$ cat config.mk
export PLATFORM = sky130hd
export DESIGN_NAME = light_fade_envelope
export DESIGN_NICKNAME = d
export VERILOG_FILES = /design/src/lfe_pkg.sv /design/src/lfe_div.sv /design/src/light_fade_envelope.sv
export VERILOG_INCLUDE_DIRS = /design/src /design/src/src
export SDC_FILE = /design/constraint.sdc
export NUM_CORES = 1
export LEC_CHECK = 0
export BUFFER_PORTS_ARGS = -buffer_cell sky130_fd_sc_hd__clkbuf_2
export CELL_PAD_IN_SITES_DETAIL_PLACEMENT = 1
export CELL_PAD_IN_SITES_GLOBAL_PLACEMENT = 2
export CORE_MARGIN = 2
export CORE_UTILIZATION = 38
export DETAILED_ROUTE_END_ITERATION = 8
export GPL_ROUTABILITY_DRIVEN = 0
export PLACE_DENSITY = 0.83
export SYNTH_ARGS = -nofsm -noshare
export SYNTH_HDL_FRONTEND = slang
export SYNTH_SLANG_ARGS = --single-unit
$ cat constraint.sdc
create_clock -name clk_i -period 10.9 [get_ports clk_i]
set_input_delay 1.09 -clock clk_i [delete_from_list [all_inputs] [get_ports clk_i]]
set_output_delay 1.09 -clock clk_i [all_outputs]
set_load 0.02 [all_outputs]
$ cat src/assert_macros.svh
// assertion helpers for the fade envelope block
// clocked on clk_i, muted while rst_ni is low
`ifndef ASSERT_MACROS_SVH
`define ASSERT_MACROS_SVH

// property that must hold at every edge out of reset
`define ASSERT_ALWAYS(label, prop, msg) \
  label: assert property (@(posedge clk_i) disable iff (!rst_ni) (prop)) else $error(msg);

// implication with antecedent and consequent in the same cycle
`define ASSERT_IMPLY(label, ante, cons, msg) \
  label: assert property (@(posedge clk_i) disable iff (!rst_ni) (ante) |-> (cons)) \
    else $error(msg);

// implication checked in the cycle after the antecedent
`define ASSERT_NEXT(label, ante, cons, msg) \
  label: assert property (@(posedge clk_i) disable iff (!rst_ni) (ante) |=> (cons)) \
    else $error(msg);

`endif

$ cat src/lfe_pkg.sv
// shared constants and phase codes for the fade envelope block
// no dependencies
`timescale 1ns / 1ps

package lfe_pkg;

  localparam int unsigned TIME_W   = 16;
  localparam int unsigned COLOUR_W = 32;
  localparam int unsigned LANE_W   = 8;

  localparam logic [1:0] PH_IDLE    = 2'd0;
  localparam logic [1:0] PH_FADEIN  = 2'd1;
  localparam logic [1:0] PH_HOLD    = 2'd2;
  localparam logic [1:0] PH_FADEOUT = 2'd3;

  localparam logic [2:0] REG_FADE_IN    = 3'd0;
  localparam logic [2:0] REG_HOLD       = 3'd1;
  localparam logic [2:0] REG_FADE_OUT   = 3'd2;
  localparam logic [2:0] REG_DEST       = 3'd3;
  localparam logic [2:0] REG_ORIGIN_ONE = 3'd4;
  localparam logic [2:0] REG_ORIGIN_TWO = 3'd5;
  localparam logic [2:0] REG_ORIGIN_AMB = 3'd6;

endpackage

$ cat src/lfe_div.sv
// restoring divider for the q0.16 blend fraction: (num << 16) / den, num < den
// one quotient bit per cycle while busy; uses lfe_pkg
`timescale 1ns / 1ps

module lfe_div import lfe_pkg::*; (
  input  logic              clk_i,
  input  logic              rst_ni,
  input  logic              start_i,
  input  logic [TIME_W-1:0] num_i,
  input  logic [TIME_W-1:0] den_i,
  output logic              done_o,
  output logic [TIME_W-1:0] quot_o
);

  logic [TIME_W-1:0]         rem_q;
  logic [TIME_W-1:0]         den_q;
  logic [TIME_W-1:0]         quot_q;
  logic [$clog2(TIME_W)-1:0] cnt_q;
  logic                      busy_q;
  logic                      done_q;
  logic [TIME_W:0]           rem2;
  logic                      ge;
  logic [TIME_W:0]           rem_n;

  assign rem2  = {rem_q, 1'b0};
  assign ge    = rem2 >= {1'b0, den_q};
  assign rem_n = ge ? (rem2 - {1'b0, den_q}) : rem2;

  always_ff @(posedge clk_i or negedge rst_ni) begin
    if (!rst_ni) begin
      busy_q <= 1'b0;
      done_q <= 1'b0;
      cnt_q  <= '0;
    end else begin
      // pulse after the last quotient bit
      done_q <= !start_i && busy_q && (cnt_q == '1);
      if (start_i) begin
        busy_q <= 1'b1;
        cnt_q  <= '0;
        rem_q  <= num_i;
        den_q  <= den_i;
      end else if (busy_q) begin
        // remainder stays below den, so the top bit is always clear
        rem_q  <= rem_n[TIME_W-1:0];
        quot_q <= {quot_q[TIME_W-2:0], ge};
        cnt_q  <= cnt_q + 1'b1;
        if (cnt_q == '1) begin
          busy_q <= 1'b0;
        end
      end
    end
  end

  assign done_o = done_q;
  assign quot_o = quot_q;

endmodule

$ cat src/light_fade_envelope.sv
// Fade envelope for two lights and an ambient colour, RGBA8 each. A start
// item (tuser high) arms fade-in; each tick item (tuser low) advances the
// time by tdata ticks unless idle and yields one result item with the three
// colours and the phase. Start items and idle ticks pass S_IDLE, S_EVAL and
// S_DONE; ticks that hold, end the envelope or hit a phase end add S_PHASE;
// a blended tick adds the fraction divider (S_DIV) and 12 passes through a
// single 9x16 lane multiplier (S_LERP). A stalled output adds its wait. The
// input side is ready again only once the result is in the output register.
`timescale 1ns / 1ps

`include "assert_macros.svh"

module light_fade_envelope import lfe_pkg::*; (
  input  logic         clk_i,
  input  logic         rst_ni,
  input  logic         s_axis_tvalid,
  output logic         s_axis_tready,
  input  logic [7:0]   s_axis_tdata,   // [7:0] delta_ticks
  input  logic         s_axis_tuser,   // [0] req_type
  output logic         m_axis_tvalid,
  input  logic         m_axis_tready,
  output logic [103:0] m_axis_tdata,   // light_one_out, light_two_out, ambient_out,
                                       // phase_out, zero fill
  input  logic         cfg_we_i,
  input  logic [2:0]   cfg_idx_i,
  input  logic [31:0]  cfg_data_i
);

  typedef enum logic [2:0] {
    S_IDLE, S_EVAL, S_PHASE, S_DIV, S_LERP, S_DONE
  } state_e;

  state_e               state_q;
  logic                 req_q;
  logic [LANE_W-1:0]    delta_q;
  logic [TIME_W-1:0]    fin_ticks_q, hold_ticks_q, fout_ticks_q;
  logic [COLOUR_W-1:0]  dest_q, org_one_q, org_two_q, org_amb_q;
  logic [1:0]           phase_q;
  logic [TIME_W-1:0]    elapsed_q, fin_el_q, fout_el_q;
  logic [COLOUR_W-1:0]  colour_q [3];
  logic [TIME_W+1:0]    end_hold_q, end_out_q;
  logic                 dir_q;     // low: origin toward dest, high: back to origin
  logic [TIME_W-1:0]    frac_q;
  logic [1:0]           col_q, lane_q;
  logic                 m_valid_q;
  logic [103:0]         m_data_q;

  logic                 div_start;
  logic [TIME_W-1:0]    div_num, div_den;
  logic                 div_done;
  logic [TIME_W-1:0]    div_quot;

  logic [TIME_W:0]      elapsed_sum, fin_sum, fout_sum;
  logic [TIME_W-1:0]    elapsed_d, fin_el_d, fout_el_d;

  logic [COLOUR_W-1:0]  org_sel;
  logic [LANE_W-1:0]    org_lane, dest_lane, lane_a, lane_b;
  logic signed [8:0]    lane_diff;
  logic signed [16:0]   frac_s;
  logic signed [25:0]   prod;
  logic signed [9:0]    step;
  logic signed [9:0]    lane_sum;
  logic                 out_free;

  assign elapsed_sum = {1'b0, elapsed_q} + {{(TIME_W-LANE_W+1){1'b0}}, delta_q};
  assign fin_sum     = {1'b0, fin_el_q} + {{(TIME_W-LANE_W+1){1'b0}}, delta_q};
  assign fout_sum    = {1'b0, fout_el_q} + {{(TIME_W-LANE_W+1){1'b0}}, delta_q};
  assign elapsed_d   = elapsed_sum[TIME_W] ? '1 : elapsed_sum[TIME_W-1:0];
  assign fin_el_d    = fin_sum[TIME_W] ? '1 : fin_sum[TIME_W-1:0];
  assign fout_el_d   = fout_sum[TIME_W] ? '1 : fout_sum[TIME_W-1:0];

  always_comb begin
    unique case (col_q)
      2'd0:    org_sel = org_one_q;
      2'd1:    org_sel = org_two_q;
      default: org_sel = org_amb_q;
    endcase
  end

  // shared lane blend: a + round((b - a) * f / 65536)
  assign org_lane  = org_sel[lane_q*LANE_W +: LANE_W];
  assign dest_lane = dest_q[lane_q*LANE_W +: LANE_W];
  assign lane_a    = dir_q ? dest_lane : org_lane;
  assign lane_b    = dir_q ? org_lane : dest_lane;
  assign lane_diff = $signed({1'b0, lane_b}) - $signed({1'b0, lane_a});
  assign frac_s    = $signed({1'b0, frac_q});
  assign prod      = lane_diff * frac_s;
  assign step      = 10'((prod + 26'sd32768) >>> 16);
  assign lane_sum  = $signed({2'b00, lane_a}) + step;

  assign out_free      = !m_valid_q || m_axis_tready;
  assign s_axis_tready = (state_q == S_IDLE);
  assign m_axis_tvalid = m_valid_q;
  assign m_axis_tdata  = m_data_q;

  always_comb begin
    div_start = 1'b0;
    div_num   = fin_el_d;
    div_den   = fin_ticks_q;
    if (state_q == S_PHASE) begin
      if ({2'b00, elapsed_q} < {2'b00, fin_ticks_q}) begin
        div_start = fin_el_d < fin_ticks_q;
      end else if ({2'b00, elapsed_q} >= end_hold_q && {2'b00, elapsed_q} < end_out_q) begin
        div_num   = fout_el_d;
        div_den   = fout_ticks_q;
        div_start = fout_el_d < fout_ticks_q;
      end
    end
  end

  lfe_div u_div (
    .clk_i   (clk_i),
    .rst_ni  (rst_ni),
    .start_i (div_start),
    .num_i   (div_num),
    .den_i   (div_den),
    .done_o  (div_done),
    .quot_o  (div_quot)
  );

  always_ff @(posedge clk_i or negedge rst_ni) begin
    if (!rst_ni) begin
      state_q      <= S_IDLE;
      m_valid_q    <= 1'b0;
      phase_q      <= PH_IDLE;
      elapsed_q    <= '0;
      fin_el_q     <= '0;
      fout_el_q    <= '0;
      colour_q[0]  <= '0;
      colour_q[1]  <= '0;
      colour_q[2]  <= '0;
      fin_ticks_q  <= '0;
      hold_ticks_q <= '0;
      fout_ticks_q <= '0;
      dest_q       <= '0;
      org_one_q    <= '0;
      org_two_q    <= '0;
      org_amb_q    <= '0;
      col_q        <= '0;
      lane_q       <= '0;
    end else begin
      if (cfg_we_i) begin
        unique case (cfg_idx_i)
          REG_FADE_IN:    fin_ticks_q  <= cfg_data_i[TIME_W-1:0];
          REG_HOLD:       hold_ticks_q <= cfg_data_i[TIME_W-1:0];
          REG_FADE_OUT:   fout_ticks_q <= cfg_data_i[TIME_W-1:0];
          REG_DEST:       dest_q       <= cfg_data_i;
          REG_ORIGIN_ONE: org_one_q    <= cfg_data_i;
          REG_ORIGIN_TWO: org_two_q    <= cfg_data_i;
          REG_ORIGIN_AMB: org_amb_q    <= cfg_data_i;
          default: ;
        endcase
      end

      // load wins over the drain of the previous item
      if (state_q == S_DONE && out_free) begin
        m_valid_q <= 1'b1;
      end else if (m_axis_tready) begin
        m_valid_q <= 1'b0;
      end

      unique case (state_q)
        S_IDLE: begin
          if (s_axis_tvalid) begin
            req_q   <= s_axis_tuser;
            delta_q <= s_axis_tdata;
            state_q <= S_EVAL;
          end
        end
        S_EVAL: begin
          end_hold_q <= {2'b00, fin_ticks_q} + {2'b00, hold_ticks_q};
          end_out_q  <= {2'b00, fin_ticks_q} + {2'b00, hold_ticks_q} + {2'b00, fout_ticks_q};
          if (req_q) begin
            phase_q   <= PH_FADEIN;
            elapsed_q <= '0;
            fin_el_q  <= '0;
            fout_el_q <= '0;
            state_q   <= S_DONE;
          end else if (phase_q == PH_IDLE) begin
            state_q <= S_DONE;
          end else begin
            elapsed_q <= elapsed_d;
            state_q   <= S_PHASE;
          end
        end
        S_PHASE: begin
          col_q  <= '0;
          lane_q <= '0;
          if ({2'b00, elapsed_q} < {2'b00, fin_ticks_q}) begin
            phase_q  <= PH_FADEIN;
            fin_el_q <= fin_el_d;
            dir_q    <= 1'b0;
            if (fin_el_d >= fin_ticks_q) begin
              colour_q[0] <= dest_q;
              colour_q[1] <= dest_q;
              colour_q[2] <= dest_q;
              state_q     <= S_DONE;
            end else begin
              state_q <= S_DIV;
            end
          end else if ({2'b00, elapsed_q} < end_hold_q) begin
            phase_q     <= PH_HOLD;
            colour_q[0] <= dest_q;
            colour_q[1] <= dest_q;
            colour_q[2] <= dest_q;
            state_q     <= S_DONE;
          end else if ({2'b00, elapsed_q} < end_out_q) begin
            phase_q   <= PH_FADEOUT;
            fout_el_q <= fout_el_d;
            dir_q     <= 1'b1;
            if (fout_el_d >= fout_ticks_q) begin
              colour_q[0] <= org_one_q;
              colour_q[1] <= org_two_q;
              colour_q[2] <= org_amb_q;
              state_q     <= S_DONE;
            end else begin
              state_q <= S_DIV;
            end
          end else begin
            // envelope finished: back to resting colours
            phase_q     <= PH_IDLE;
            elapsed_q   <= '0;
            fin_el_q    <= '0;
            fout_el_q   <= '0;
            colour_q[0] <= org_one_q;
            colour_q[1] <= org_two_q;
            colour_q[2] <= org_amb_q;
            state_q     <= S_DONE;
          end
        end
        S_DIV: begin
          if (div_done) begin
            frac_q  <= div_quot;
            state_q <= S_LERP;
          end
        end
        S_LERP: begin
          colour_q[col_q][lane_q*LANE_W +: LANE_W] <= lane_sum[LANE_W-1:0];
          lane_q <= lane_q + 1'b1;
          if (lane_q == 2'd3) begin
            col_q <= col_q + 1'b1;
            if (col_q == 2'd2) begin
              state_q <= S_DONE;
            end
          end
        end
        S_DONE: begin
          if (out_free) begin
            m_data_q  <= {6'd0, phase_q, colour_q[2], colour_q[1], colour_q[0]};
            state_q   <= S_IDLE;
          end
        end
        default: state_q <= S_IDLE;
      endcase
    end
  end

  `ASSERT_NEXT(a_busy_after_accept, s_axis_tvalid && s_axis_tready, !s_axis_tready,
    "input accepted while previous item still in work")
  `ASSERT_IMPLY(a_div_only_in_div, div_done, state_q == S_DIV,
    "divider finished outside the divide step")
  `ASSERT_ALWAYS(a_idle_counters_clear, phase_q != PH_IDLE || (elapsed_q == '0 &&
    fin_el_q == '0 && fout_el_q == '0), "time counters not clear while idle")
  `ASSERT_NEXT(a_result_loaded, state_q == S_DONE && out_free, m_axis_tvalid,
    "result not presented after completion")

endmodule
==> flow_metrics.env, run 1 <==
export IMPL_status="completed"
export IMPL_period_minus_slack_ns=10.55
export IMPL_grt_max_degree=166
export IMPL_vias_in_the_first_global_route=25300
export IMPL_grt_remaining_overflow=0
export IMPL_detail_route_iter0_violations=1850
export IMPL_start_util_pct=38.4
export IMPL_postRouteWirelength_mm=105
export IMPL_post_synth_instance_area_sq_um=32700
export IMPL_synthDominantAreaCellType="dfrtp_1"
export IMPL_clock_skew_ns=0.0525
export IMPL_crit_required_ns=11.41
export IMPL_crit_path_max_incr_delay_ns=0.55
export IMPL_cp_end_kind="register"
export IMPL_final_hold_violation_count=0
export IMPL_num_vias=24500
export IMPL_route_antenna_remaining_nets=0
export IMPL_cts_max_level=2
export IMPL_ys_seq_elements=543
export IMPL_critical_path_peak_fanout=29
export IMPL_max_freq_mhz=94.8
export IMPL_synth_common_cells="dfrtp_1, nand2_1, ha_1"
export IMPL_yosys_area_top_type_share_pct=25.7
export IMPL_clock_tree_root_cell="clkbuf_16"
export IMPL_floorplan_core_area_sq_um=85300
export IMPL_fp_dieArea_sq_um=88400
export IMPL_proportion_of_register_bits_with_asynchronous_set_or_reset_after_synthesis_pct=61.9
export IMPL_cts_hold_repair_buffers=0
export IMPL_worst_skew_pair_late_latency_ns=0.67
export IMPL_ioPinCount=155
export IMPL_number_of_enable_type_register_cells_in_the_synthesized_netlist=207
export IMPL_fin_area_sq_um=37000
export IMPL_grt_antenna_before_repair=5
export IMPL_synth_yosys_warnings=0
export IMPL_avgViaCountPerCell=5.63
export IMPL_setup_violations_final=0
export IMPL_numPortBuffers=148
export IMPL_wl_per_cell_microns=24.0
export IMPL_critPathLaunchType="register"
export IMPL_cts_sinks=543
export IMPL_syn_inst=3021
export IMPL_synth_top_cells_by_area="dfrtp_1, edfxtp_1, ha_1"
export IMPL_cts_buffers_inserted=58
export IMPL_ratio_of_cells_with_drive_above_1_in_the_final_layout_pct=16.5
export IMPL_cts_tree="built"
export IMPL_timing_slew_headroom_pct=24.8
export IMPL_grt_usage_pct=23.4
export IMPL_rows=107
export IMPL_placedInstanceArea_sq_um=34800
export IMPL_worst_slew_pin_slew_ns=1.12
export IMPL_die_width_microns=297
export IMPL_layout_nets=3547
export IMPL_timing_worst_setup_path_type="reg2reg"
export IMPL_timing_final_max_slew_violations=0
export IMPL_post_route_drc_count=0
export IMPL_post_synth_num_cell_types=83
export IMPL_grt_pass1_wl_mm=160
export IMPL_max_cap_violations=0
export IMPL_place_detailed_hpwl_mm=78.4
export IMPL_critical_path_slowest_cell="fa_1"
export IMPL_hold_path_class="reg2reg"
export IMPL_die_h_microns=297
export IMPL_synthToLayoutAreaGrowth_pct=13.2
export IMPL_synth_seq_area_share_pct=44.7
export IMPL_period_share_pct=96.8
export IMPL_drt_pass1_iterations=5
export IMPL_yosys_cell_count_top_type="dfrtp_1"
export IMPL_worst_ep_arrival_time_ns=11.06
export IMPL_most_frequent_cp_cell="fa_1"
export IMPL_synth_main_ff_cell="dfrtp_1"
export IMPL_max_clock_path_buffers=3
export IMPL_synthesis_area_per_instance_sq_um=10.8
export IMPL_clk_pin_slew_ns=0.06
[kinds of logic (layout without fill, tap and decap cells)]
kind of cell	Yosys count	in the layout	synth area share [%]
and+or+nand+nor	759	759	11.4
AOI/OAI and AO/OA	767	767	15.7
muxes	178	178	6.35
buffers and inverters	356	543	4.35
DFF	543	543	44.7
other	1	7	0.0115
adders and majority gates	335	335	15.2
xor gates and xnor gates	82	82	2.24
[worst max-delay path: cells and delay by family, from the launching register on]
family | cells | cell delay, ns
xor+xnor | 2 | 0.93
mux | 1 | 0.30
flops | 1 | 0.41
simple gates | 10 | 2.04
compound gates | 11 | 1.70
buf+inv | 7 | 0.60
fa+ha+maj | 11 | 4.40
[worst paths after layout]
check	cells after the start	to	start	slack (ns)
min	0	frac_q[15]	u_div.quot_o[15]	0.42
max in group asynchronous	3	org_two_q[4]	rst_ni	8.41
min in group asynchronous	1	elapsed_q[0]	rst_ni	0.43
max reg2reg	42	colour_q[38]	col_q[1]	0.35
min reg2reg	0	frac_q[15]	u_div.quot_o[15]	0.42
max	42	colour_q[38]	col_q[1]	0.35
[cell type report]
cell class              count  area [sq um]
fillers                  9284         48300
multi-input cells        2127         16900
flip-flops and latches    543         14600
clock buffers              80          1610
well taps                1144          1430
repair buffers            209          1270
inverters                 224           841
clock inverters            30           354
diodes                      1          2.50
[cells in the final DEF, fill, tap and decap left out, drive strengths merged, types with 11 or more instances in the layout]
| cell type | instances |
|---|---|
| a41oi | 15 |
| nor2b | 61 |
| nand2 | 291 |
| nand3 | 54 |
| ha | 229 |
| nor3 | 46 |
| or2 | 11 |
| o2bb2ai | 11 |
| and2 | 70 |
| dfrtp | 336 |
| clkinv | 23 |
| clkbuf | 227 |
| mux2i | 15 |
| a22oi | 11 |
| or3 | 11 |
| o21ai | 163 |
| a21o | 32 |
| o211ai | 14 |
| o221ai | 76 |
| a22o | 27 |
| xnor2 | 56 |
| a211oi | 36 |
| o21a | 98 |
| buf | 61 |
| xor2 | 25 |
| a31oi | 18 |
| nand4 | 15 |
| inv | 224 |
| nor2 | 102 |
| a21oi | 184 |
| o31ai | 21 |
| mux2 | 155 |
| edfxtp | 207 |
| fa | 106 |
| nand2b | 48 |
| and3 | 17 |
[flip-flops by register name (all words and copies together), names as in the netlist, 17 cells and up]
register / flops
end_hold_q: 17
org_two_q: 32
dest_q: 32
m_axis_tdata: 98
org_one_q: 32
colour_q: 96
end_out_q: 18
org_amb_q: 32
[stage by stage]
step / setup WS [ns] / setup TNS [ns] / cells / hold WS, ns / utilization (%)
final: 0.354 / 0 / 4358 / 0.421 / 43.4
after global routing: -0.0485 / -0.235 / 4357 / 0.433 / 43.4
after CTS: 0.00986 / 0 / 4348 / 0.420 / 43.2
after detailed placement: -0.00537 / -0.0102 / 4237 / 0.406 / 40.8
after global placement: 0.317 / 0 / 4237 / 0.407 / 40.8
after floorplan: 0.727 / 0 / 3026 / 0.400 / -
[repair_timing]
action / 4_1_cts / 5_1_grt
gates resized for setup: 4 / 28
cloned: 0 / 1
setup endpoints to repair: 12 / 46
buffers inserted: 1 / 8
pin swaps: 1 / 12
[metal layers]
| layer | global-route usage (%) | part of all wire (%) | vias to the layer above |
|---|---|---|---|
| li1 | - | - | 11200 |
| met1 | 34.8 | 48 | 12600 |
| met2 | 36.1 | 45 | 628 |
| met3 | 3.57 | 5.6 | 117 |
| met4 | 4.80 | 1.9 | 0 |
| met5 | 0 | 0 | - |
Power of run 1 is not shown: default switching activity piles up to over one toggle a cycle in this logic, so the estimate is an artifact.
==> run 2, diff against run 1 <==
Settings changed: CORE_UTILIZATION 38 to 42, PLACE_DENSITY 0.83 to 0.87, SKIP_LAST_GASP set to 1.
Clock period 10.9 ns to 11.1 ns, I/O delays scaled along.
==> run 2 against run 1 <==
Net effect:
- via count increased by 3.0%
- critical path depth increased by 4
- register-to-register slack improved by 0.14 ns
- cell count decreased by 2.5%
- die area decreased by 9.4%
- hold slack improved by 0.00070 ns
==> flow_metrics.env, run 2 (synthesis gave the netlist of run 1 again) <==
export IMPL_worstReg2RegStart="col_q[0]"
export IMPL_setup_violations_final=0
export IMPL_max_clock_path_buffers=3
export IMPL_synthToLayoutAreaGrowth_pct=12.9
export IMPL_most_frequent_cp_cell="fa_1"
export IMPL_clock_tree_root_cell="clkbuf_16"
export IMPL_most_common_library_cell_in_the_layout_ignoring_fill_and_taps="dfrtp_1"
export IMPL_finish_cell_count_without_fillers=4251
export IMPL_post_route_drc_count=0
export IMPL_max_cap_violations=0
export IMPL_die_h_microns=283
export IMPL_die_width_microns=283
export IMPL_layout_common_cells="dfrtp_1, nand2_1, ha_1, inv_1, edfxtp_1"
export IMPL_clock_skew_ns=0.0492
export IMPL_final_setup_tns_ns=0
export IMPL_numPortBuffers=148
export IMPL_cts_max_level=2
export IMPL_period_share_pct=95.6
export IMPL_vias_in_the_first_global_route=27300
export IMPL_max_freq_mhz=94.3
export IMPL_num_vias=25300
export IMPL_hold_path_class="reg2reg"
export IMPL_cts_hold_repair_buffers=0
export IMPL_worst_skew_pair_late_latency_ns=0.66
export IMPL_fp_dieArea_sq_um=80100
export IMPL_largest_register_ff_count=98
export IMPL_rows=102
export IMPL_crit_path_max_incr_delay_ns=0.57
export IMPL_start_util_pct=42.3
export IMPL_grt_pass1_wl_mm=165
export IMPL_drt_pass1_iterations=6
export IMPL_critical_path_peak_fanout=29
export IMPL_cts_buffers_inserted=61
export IMPL_floorplan_core_area_sq_um=77300
export IMPL_place_detailed_hpwl_mm=79.3
export IMPL_status="completed"
export IMPL_post_place_cells=4128
export IMPL_ioPinCount=155
export IMPL_crit_required_ns=11.70
export IMPL_final_hold_violation_count=0
export IMPL_grt_usage_pct=26.5
export IMPL_timing_worst_setup_path_type="reg2reg"
export IMPL_period_minus_slack_ns=10.61
export IMPL_grt_remaining_overflow=0
export IMPL_timing_slew_headroom_pct=30.1
export IMPL_critical_path_startpoint="col_q[0]"
export IMPL_timing_final_max_slew_violations=0
export IMPL_avgViaCountPerCell=5.95
export IMPL_clk_pin_slew_ns=0.06
export IMPL_wl_per_cell_microns=25.3
export IMPL_route_antenna_remaining_nets=0
export IMPL_cts_tree="built"
export IMPL_critPathLaunchType="register"
export IMPL_worst_ep_arrival_time_ns=11.20
export IMPL_cts_sinks=543
export IMPL_layout_nets=3539
export IMPL_worst_slew_pin_slew_ns=1.05
export IMPL_detail_route_iter0_violations=1895
export IMPL_ratio_of_cells_with_drive_above_1_in_the_final_layout_pct=16.3
export IMPL_postRouteWirelength_mm=107
export IMPL_grt_max_degree=143
export IMPL_cp_end_kind="register"
export IMPL_hold_start="u_div.quot_o[15]"
export IMPL_grt_antenna_before_repair=4
export IMPL_critical_path_slowest_cell="fa_1"
-- run 2: cell types whose count changed in the layout (fill, tap and decap cells not counted), sizes merged --
cell	delta
buf	-10
bufinv	+2
clkinvlp	+2
diode	+2
inv	+2
clkbuf	+1
clkdlybuf4s15	-1
clkinv	-1
-- run 2: final cells by class --
type / instances / area [sq um]
multi-input cells: 2127 / 16900
clock inverters: 35 / 438
flip-flops and latches: 543 / 14600
diodes: 3 / 7.51
repair buffers: 198 / 1160
clock buffers: 81 / 1700
inverters: 224 / 841
fillers: 8472 / 40400
well taps: 1040 / 1300
-- run 2: worst paths after layout --
path	cells after the start	slack (ns)	endpoint
setup / recovery	46	0.49	colour_q[70]
hold / removal	0	0.42	frac_q[15]
setup reg to reg	46	0.49	colour_q[70]
hold reg to reg	0	0.42	frac_q[15]
max in group asynchronous	3	8.55	hold_ticks_q[0]
min in group asynchronous	1	0.45	dest_q[21]
-- run 2: through the flow --
| step | utilization [%] | hold WS, ns | area [sq um] | worst slack (ns) |
|---|---|---|---|---|
| after floorplan | - | 0.400 | 32700 | 0.927 |
| after global placement | 44.8 | 0.403 | 34600 | 0.343 |
| after detailed placement | 44.8 | 0.409 | 34600 | -0.0882 |
| after CTS | 47.5 | 0.424 | 36800 | 0.0645 |
| after global routing | 47.8 | 0.425 | 36900 | -0.0793 |
| final | 47.8 | 0.422 | 36900 | 0.493 |
-- run 2: critical path: cells and delay by family, from the launching register on --
family | cells | cell delay [ns]
AOI/OAI and AO/OA | 16 | 2.97
adders and majority gates | 10 | 4.19
DFF | 1 | 0.42
xor gates and xnor gates | 3 | 0.65
and+or+nand+nor | 10 | 1.50
buffers and inverters | 7 | 0.77
-- run 2: what timing repair did --
| action | CTS | global route |
|---|---|---|
| pin swaps | 0 | 7 |
| resized for setup | 2 | 24 |
| buffers inserted | 0 | 4 |
| endpoints found under the setup margin | 24 | 43 |
-- run 2: per-layer routing --
metal | global-route usage (%) | up-vias | wire length [microns]
met5 | 0 | - | 13
li1 | - | 11200 | -
met3 | 4.07 | 229 | 6760
met2 | 45.4 | 823 | 52900
met4 | 9.15 | 2 | 3570
met1 | 34.3 | 13100 | 44200
Power of run 2 is left out for the same reason.
==> run 3, diff against run 2 <==
--- a/config.mk
+++ b/config.mk
@@ -8,4 +8,5 @@
 export LEC_CHECK = 0
 export BUFFER_PORTS_ARGS = -buffer_cell sky130_fd_sc_hd__clkbuf_2
+export CAP_MARGIN = 15
 export CELL_PAD_IN_SITES_DETAIL_PLACEMENT = 1
 export CELL_PAD_IN_SITES_GLOBAL_PLACEMENT = 2
==> constraint.sdc (replaced) <==
create_clock -name clk_i -period 11.1 [get_ports clk_i]
set_input_delay 2.775 -clock clk_i [delete_from_list [all_inputs] [get_ports clk_i]]
set_output_delay 2.775 -clock clk_i [all_outputs]
set_load 0.02 [all_outputs]
==> run 3 against run 2 <==
Net effect:
- first-iteration DRC count down 3.5%
- global-route usage decreased by 0.18 points
- register-to-register slack better by 0.06 ns
- setup slack better by 0.063 ns
- highest routed layer unchanged
- cell count is essentially flat
==> flow_metrics.env, run 3 (synthesis gave the netlist of run 1 again) <==
export IMPL_grt_usage_pct=26.4
export IMPL_worstReg2RegStart="col_q[0]"
export IMPL_grt_remaining_overflow=0
export IMPL_worst_skew_pair_late_latency_ns=0.68
export IMPL_whs_endpoint="frac_q[15]"
export IMPL_rows=102
export IMPL_synthToLayoutAreaGrowth_pct=12.5
export IMPL_r2r_setup_slack_ns=0.56
export IMPL_max_clock_path_buffers=3
export IMPL_final_fill_count=8470
export IMPL_num_vias=25100
export IMPL_sequential_cell_area_sq_um=14600
export IMPL_max_freq_mhz=94.8
export IMPL_cts_sinks=543
export IMPL_start_util_pct=42.3
export IMPL_ratio_of_cells_with_drive_above_1_in_the_final_layout_pct=16.1
export IMPL_hold_path_class="reg2reg"
export IMPL_clock_skew_ns=0.0588
export IMPL_timing_final_max_slew_violations=0
export IMPL_grt_pass1_wl_mm=164
export IMPL_route_antenna_remaining_nets=0
export IMPL_vias_in_the_first_global_route=27200
export IMPL_layout_common_cells="dfrtp_1, nand2_1, ha_1, inv_1, edfxtp_1"
export IMPL_drt_pass1_iterations=5
export IMPL_period_minus_slack_ns=10.54
export IMPL_ioPinCount=155
export IMPL_rr_worst_depth=49
export IMPL_clk_pin_slew_ns=0.07
export IMPL_detail_route_iter0_violations=1828
export IMPL_period_share_pct=95.0
export IMPL_worst_slew_pin_slew_ns=1.04
export IMPL_crit_path_max_incr_delay_ns=0.57
export IMPL_critPathLaunchType="register"
export IMPL_setup_violations_final=0
export IMPL_cts_hold_repair_buffers=0
export IMPL_cts_buffers_inserted=60
export IMPL_most_common_library_cell_in_the_layout_ignoring_fill_and_taps="dfrtp_1"
export IMPL_cts_tree="built"
export IMPL_cp_end_kind="register"
export IMPL_rr_endpoint="colour_q[71]"
export IMPL_final_hold_violation_count=0
export IMPL_avgViaCountPerCell=5.91
export IMPL_grt_antenna_before_repair=3
export IMPL_floorplan_core_area_sq_um=77300
export IMPL_area_of_the_multi_input_gates_sq_um=16900
export IMPL_wl_per_cell_microns=25.0
export IMPL_grt_max_degree=143
export IMPL_max_cap_violations=0
export IMPL_die_h_microns=283
export IMPL_crit_required_ns=11.56
export IMPL_fp_dieArea_sq_um=80100
export IMPL_timing_slew_headroom_pct=30.6
export IMPL_place_detailed_hpwl_mm=79.2
export IMPL_critical_path_peak_fanout=29
export IMPL_post_place_cells=4129
export IMPL_largest_register_ff_count=98
export IMPL_numPortBuffers=148
export IMPL_finish_cell_count_without_fillers=4249
export IMPL_critical_path_slowest_cell="fa_1"
export IMPL_clock_tree_root_cell="clkbuf_16"
export IMPL_layout_nets=3540
export IMPL_postRouteWirelength_mm=106
export IMPL_post_route_drc_count=0
export IMPL_timing_worst_setup_path_type="reg2reg"
export IMPL_worst_ep_arrival_time_ns=11.00
export IMPL_status="completed"
export IMPL_die_width_microns=283
export IMPL_whs_path_cells=0
export IMPL_hold_start="u_div.quot_o[15]"
export IMPL_cts_max_level=2
## run 3: changes by cell type in the layout (fill, tap and decap cells not counted), sizes merged
cell,delta
clkbuf,-8
clkinv,+4
clkinvlp,+3
buf,+2
diode,-2
bufinv,-1
## run 3: worst max-delay path by stage
stage | start | to | slack, ns
2_1_floorplan | rst_ni | m_axis_tdata[0] | 0.92
3_3_place_gp | col_q[0] | colour_q[63] | 0.34
3_5_place_dp | col_q[0] | colour_q[95] | -0.05
4_1_cts | col_q[0] | colour_q[95] | 0.03
5_1_grt | col_q[0] | colour_q[95] | -0.09
6_report | col_q[0] | colour_q[71] | 0.56
## run 3: through the flow
step	util [%]	setup WS [ns]	cell area (sq um)	hold slack, ns	setup TNS [ns]
global route	47.6	-0.0850	36800	0.425	-0.489
global placement	44.8	0.343	34600	0.403	0
finish	47.6	0.555	36800	0.421	0
detailed placement	44.8	-0.0474	34600	0.409	-0.147
CTS	47.4	0.0254	36600	0.424	0
floorplan	-	0.916	32700	0.400	0
## run 3: critical path, delay by kind of cell (launching register included)
kind                     cells  cell delay, ns
adder cells (fa/ha/maj)      9            3.82
AO/OA/AOI/OAI               20            3.15
AND/OR/NAND/NOR             10            1.57
buffers and inverters        7            0.76
XOR/XNOR                     3            0.60
flip-flops                   1            0.41
## run 3: area by class of cell
cell class,instances,share of cell area [%]
diodes,1,0.00680
clock buffers,73,4.27
clock inverters,41,1.21
inverters,224,2.28
multi-input cells,2127,45.8
flip-flops and latches,543,39.7
well taps,1040,3.53
repair buffers,200,3.20
## run 3: routing by layer
layer  global-route usage, %  wire (microns)  vias up
li1                        -               -    11100
met1                    34.2           44100    13000
met2                    44.9           51600      784
met3                    4.26            6930      198
met4                    8.85            3680        2
met5                       0              13        -
## run 3: repair_timing
item	in CTS	in global routing
pin swaps	0	5
setup endpoints to repair	13	42
setup buffers	0	5
resized for setup	1	24
gates cloned	0	0
Power of run 3 is left out for the same reason.
